--- config.mk ---
export PLATFORM = sky130hd
export DESIGN_NAME = nnsf_ctrl
export DESIGN_NICKNAME = d
export VERILOG_FILES = /design/src/hw/rtl/nnsf_pkg.sv /design/src/hw/rtl/nnsf_ctrl.sv
export SDC_FILE = /design/constraint.sdc
export NUM_CORES = 1
export LEC_CHECK = 0
export BUFFER_PORTS_ARGS = -buffer_cell sky130_fd_sc_hd__buf_2
export CAP_MARGIN = 20
export CORE_AREA = 2 2 39 41
export CTS_BUF_LIST = sky130_fd_sc_hd__clkbuf_8
export DETAILED_ROUTE_END_ITERATION = 10
export DIE_AREA = 0 0 41 43
export GPL_TIMING_DRIVEN = 0
export PLACE_DENSITY = 0.48
export SLEW_MARGIN = 20
export SYNTH_ARGS = -nofsm -noshare
export SYNTH_HDL_FRONTEND = slang
export SYNTH_SLANG_ARGS = --single-unit
--- constraint.sdc ---
create_clock -name clk -period 1.27 [get_ports clk]
set_input_delay 0.127 -clock clk [delete_from_list [all_inputs] [get_ports clk]]
set_output_delay 0.127 -clock clk [all_outputs]
set_load 0.01 [all_outputs]
--- src/hw/rtl/nnsf_pkg.sv ---
// Shared types and constants for the nearest-neighbor frame scaler.
// Holds register widths, reset values, register codes and the control/status structs.
// No dependencies.
`timescale 1ns / 1ps

package nnsf_pkg;

	// default sizing of the block
	localparam int MAX_SRC_WIDTH_DEF  = 512;
	localparam int MAX_SRC_HEIGHT_DEF = 256;
	localparam int MAX_DST_DIM_DEF    = 4096;

	// fixed field widths
	localparam int PIXEL_W      = 8;
	localparam int SRC_WIDTH_W  = 10;
	localparam int SRC_HEIGHT_W = 9;
	localparam int DST_DIM_W    = 13;
	localparam int CFG_IDX_W    = 3;
	localparam int CFG_DATA_W   = 13;

	// register reset values
	localparam logic [SRC_WIDTH_W-1:0]  SRC_WIDTH_RST  = SRC_WIDTH_W'(320);
	localparam logic [SRC_HEIGHT_W-1:0] SRC_HEIGHT_RST = SRC_HEIGHT_W'(200);
	localparam logic [DST_DIM_W-1:0]    DST_WIDTH_RST  = DST_DIM_W'(640);
	localparam logic [DST_DIM_W-1:0]    DST_HEIGHT_RST = DST_DIM_W'(400);

	typedef enum logic [CFG_IDX_W-1:0] {
		REG_SRC_WIDTH  = 3'd0,
		REG_SRC_HEIGHT = 3'd1,
		REG_DST_WIDTH  = 3'd2,
		REG_DST_HEIGHT = 3'd3,
		REG_FLIP_X     = 3'd4,
		REG_FLIP_Y     = 3'd5
	} cfg_reg_t;

	typedef struct packed {
		logic [SRC_WIDTH_W-1:0]  src_width;
		logic [SRC_HEIGHT_W-1:0] src_height;
		logic [DST_DIM_W-1:0]    dst_width;
		logic [DST_DIM_W-1:0]    dst_height;
		logic                    flip_x;
		logic                    flip_y;
	} cfg_t;

	// controller to datapath
	typedef struct packed {
		logic capture;     // take the input word
		logic load;        // write the store and advance the load pointer
		logic map;         // map counters to source position, start accumulator sum
		logic addr;        // read the store, quick quotient check
		logic apply_fast;  // commit counters with the quick quotient
		logic div_start;   // load the long divider
		logic div_step;    // one quotient bit
		logic apply_div;   // commit counters with the long quotient
	} cmd_t;

	// datapath to controller
	typedef struct packed {
		logic need_div;
		logic div_last;
	} sts_t;

endpackage

--- src/hw/rtl/nnsf_ctrl.sv ---
// Controller of the frame scaler: sequences load, map, read, output and divide steps.
// Depends on nnsf_pkg.
`timescale 1ns / 1ps

module nnsf_ctrl (
	input  logic           clk,
	input  logic           arst_n,
	input  logic           start,
	input  logic           func,
	output logic           busy,
	output logic           strobe,
	input  nnsf_pkg::sts_t sts,
	output nnsf_pkg::cmd_t cmd
);
	import nnsf_pkg::*;

	typedef enum logic [2:0] {
		S_IDLE,
		S_LOAD,
		S_MAP,
		S_ADDR,
		S_OUT,
		S_DIV,
		S_APPLY
	} state_t;

	state_t state_q;
	state_t state_d;
	logic   accept;

	assign busy = (state_q == S_MAP) || (state_q == S_ADDR) || (state_q == S_DIV) ||
		((state_q == S_OUT) && sts.need_div);
	assign accept = start && !busy;
	assign strobe = (state_q == S_OUT);

	always_comb begin
		cmd            = '0;
		cmd.capture    = accept;
		cmd.load       = (state_q == S_LOAD);
		cmd.map        = (state_q == S_MAP);
		cmd.addr       = (state_q == S_ADDR);
		cmd.apply_fast = (state_q == S_OUT) && !sts.need_div;
		cmd.div_start  = (state_q == S_OUT) && sts.need_div;
		cmd.div_step   = (state_q == S_DIV);
		cmd.apply_div  = (state_q == S_APPLY);
	end

	always_comb begin
		state_d = state_q;
		unique case (state_q)
			S_IDLE, S_LOAD, S_APPLY: begin
				if (accept) begin
					state_d = func ? S_MAP : S_LOAD;
				end else begin
					state_d = S_IDLE;
				end
			end
			S_MAP:  state_d = S_ADDR;
			S_ADDR: state_d = S_OUT;
			S_OUT: begin
				if (sts.need_div) begin
					state_d = S_DIV;
				end else if (accept) begin
					state_d = func ? S_MAP : S_LOAD;
				end else begin
					state_d = S_IDLE;
				end
			end
			S_DIV:   state_d = sts.div_last ? S_APPLY : S_DIV;
			default: state_d = S_IDLE;
		endcase
	end

	always_ff @(posedge clk or negedge arst_n) begin
		if (!arst_n) begin
			state_q <= S_IDLE;
		end else begin
			state_q <= state_d;
		end
	end

`ifndef ASSERT_OFF
	a_emit_strobe: assert property (@(posedge clk) disable iff (!arst_n)
		start && !busy && func |-> ##3 strobe)
		else $error("emit word without result strobe");

	a_strobe_single: assert property (@(posedge clk) disable iff (!arst_n)
		strobe |=> !strobe)
		else $error("result strobe held two cycles");

	a_load_quiet: assert property (@(posedge clk) disable iff (!arst_n)
		start && !busy && !func |=> !strobe && !busy)
		else $error("load word stalled or produced a result");
`endif

endmodule

==> qor.yml <==
fmax_mhz: 743
finalSetupViolCount: 6
worst_pin_slew_ns: 0.194
cellPowerDensity_nw_per_um2: 2230
slew_headroom_pct: 87.0
nNetsFinal: 66
cts_root_buffer: "clkbuf_8"
worstPathRequired_ns: 1.14
viasPerCell: 4.25
min_period_ns: 1.35
fin_cells: 75
initial_utilization_pct: 18.3
critPathKind: "reg -> out"
regMostFlops: "state_q"
drt-pass1-iter-count: 2
ir_drop_v: 0.00108
slew_violations: 0
place_hpwl_um: 479
cp_max_fo: 4
holdCritPathClass: "in -> reg"
largest_reg_flops: 3
ant_nets: 0
seq_area_um2: 77.6
syn-instance-count: 31
synth.area.top_cells: "dfrtp_1 30%, nand2b_4 11%, o21ai_0 5.9%, and3_1 5.0%, nor2_1 4.5%"
tritoncts: "built"
grt_pass1_vias: 287
row_count: 14
syn2layout_area_growth_pct: 110
reg_top3: "state_q x3"
async_flop_share_pct: 100
crit_path_end_kind: "output port"
syn-cell-area_um2: 253
rsz0062_at_grt: "yes"
htree_levels: 1
fin_skew_ns: 0.00321
fin_util_pct: 38.3
synth_top_area_share_pct: 29.7
drc: 0
die_w_um: 41
drive_gt1_share_pct: 67.8
overflow: 0
grt_max_degree: 9
synthTopCellsByCount: "3 x dfrtp_1, 3 x nor2_1, 3 x o21ai_0"
grt_pass1_wl_um: 1100
setup_ws_ns: -0.0753
synth-edff-count: 0
vias: 319
worstSkewPairLatency_ns: 0.22
drt_iter0_markers: 8
hold_viol: 0
fillers: 147
synthFlopType: "dfrtp_1"
ys_types: 22
avgSynthCellArea_um2: 8.15
max-cap-violations: 0
clk_pin_slew_ns: 0.03
multi_input_area_um2: 191
cts.path.max_buffers: 2
post-route-period-util_pct: 106
yosys_register_bits: 3
die_area_um2: 1760
post-synth-top-area-cell: "dfrtp_1"
io_pins: 16
start_kind: "flip-flop"
status: "complete, but fails checks"
placed_cells_incl_taps: 62
timing.hold.ws_ns: 0.182
gp_congestion: 0.722
diodes: 0
clock_sinks: 3
cts_buffers: 3
die_y_um: 43
cp.arrival_ns: 1.22
routed_wl_um: 739
mappedNetlistNets: 37
coreArea_um2: 1380
wl_per_cell_um: 9.85
power_leakage_nw: 0.275
io_buffers: 15
yosys_warnings: 0
grt_usage_pct: 9.56
ys_seq_area_share_pct: 29.7
violations: "negative setup slack"
antenna_found_initial: 0
p_total_w: 0.00118
[report_power, final]
group          internal, W  switching, W
sequential        0.000142     0.0000676
clock             0.000206     0.0000644
combinational     0.000401      0.000300
[per-layer routing]
metal | GRT usage, % | vias up | part of all wire (%)
met3 | 3.14 | 0 | 3.7
met2 | 14.4 | 7 | 55
met1 | 10.0 | 150 | 41
met4 | 8.00 | 0 | 0
met5 | 0 | - | 0
li1 | - | 162 | -
[kinds of logic after synthesis]
group	after synthesis	synth area share (%)
simple gates	18	48.0
flops	3	29.7
buf+inv	3	5.94
compound gates	7	16.3
[final cells by class]
cell class,count,share of cell area (%)
timing repair buffer,25,35.1
clock inverter,1,0.708
clock buffer,3,7.78
tap,16,3.77
sequential,3,14.6
inverter,2,1.89
multi-input combinational,25,36.1
[final timing paths]
kind	start	cells past startpoint	slack, ns	to
worst min register to register	state_q[0]$_DFF_PN0_	2	0.64	state_q[1]$_DFF_PN0_
worst max register to register	state_q[2]$_DFF_PN0_	5	0.10	state_q[1]$_DFF_PN0_
worst min-delay path	start	3	0.18	state_q[1]$_DFF_PN0_
min in group asynchronous	arst_n	2	0.24	state_q[0]$_DFF_PN0_
worst max-delay path	state_q[2]$_DFF_PN0_	4	-0.08	cmd[3]
max in group asynchronous	arst_n	2	0.91	state_q[1]$_DFF_PN0_
[timing repair]
| action | 4_1_cts | 5_1_grt |
|---|---|---|
| pin swaps | 2 | 2 |
| gates cloned | 0 | 0 |
| resized for setup | 8 | 11 |
| setup endpoints to repair | 9 | 10 |
| buffers inserted | 6 | 4 |
| endpoints found under the hold margin | 3 | 0 |
| hold buffers | 1 | 0 |
[worst max-delay path, cell delays in order, from the launching register on]
cell and delay, ns:
dfrtp_1 0.39, buf_6 0.12, or2b_1 0.26, nor3_2 0.10, buf_2 0.14
[layout by cell type (no fill, tap or decap)]
master         instances
nor2b_4                1
and3_4                 2
o21ai_2                1
o211ai_1               1
nand3_1                1
o21ai_1                1
or2b_1                 1
nand3b_1               1
buf_6                  7
and3_2                 1
inv_2                  1
nand2_1                1
o21ai_0                2
nor3_2                 2
nor2b_1                1
dlygate4sd3_1          1
dfrtp_2                2
buf_2                 12
nand2b_1               1
a31oi_1                1
a21boi_1               1
clkbuf_8               3
inv_4                  1
dfrtp_1                1
and2b_1                1
nand2b_4               2
inv_1                  1
buf_4                  5
nor2_1                 3
[per-stage QoR]
stage	setup WS, ns	instance area, µm²	TNS (ns)
after floorplan	0.131	253	0
after global placement	-0.111	348	-0.111
after detailed placement	-0.124	348	-0.124
after CTS	-0.123	467	-0.368
after global routing	-0.159	531	-0.780
final	-0.0753	531	-0.245
(Power assumes the default switching activity.)
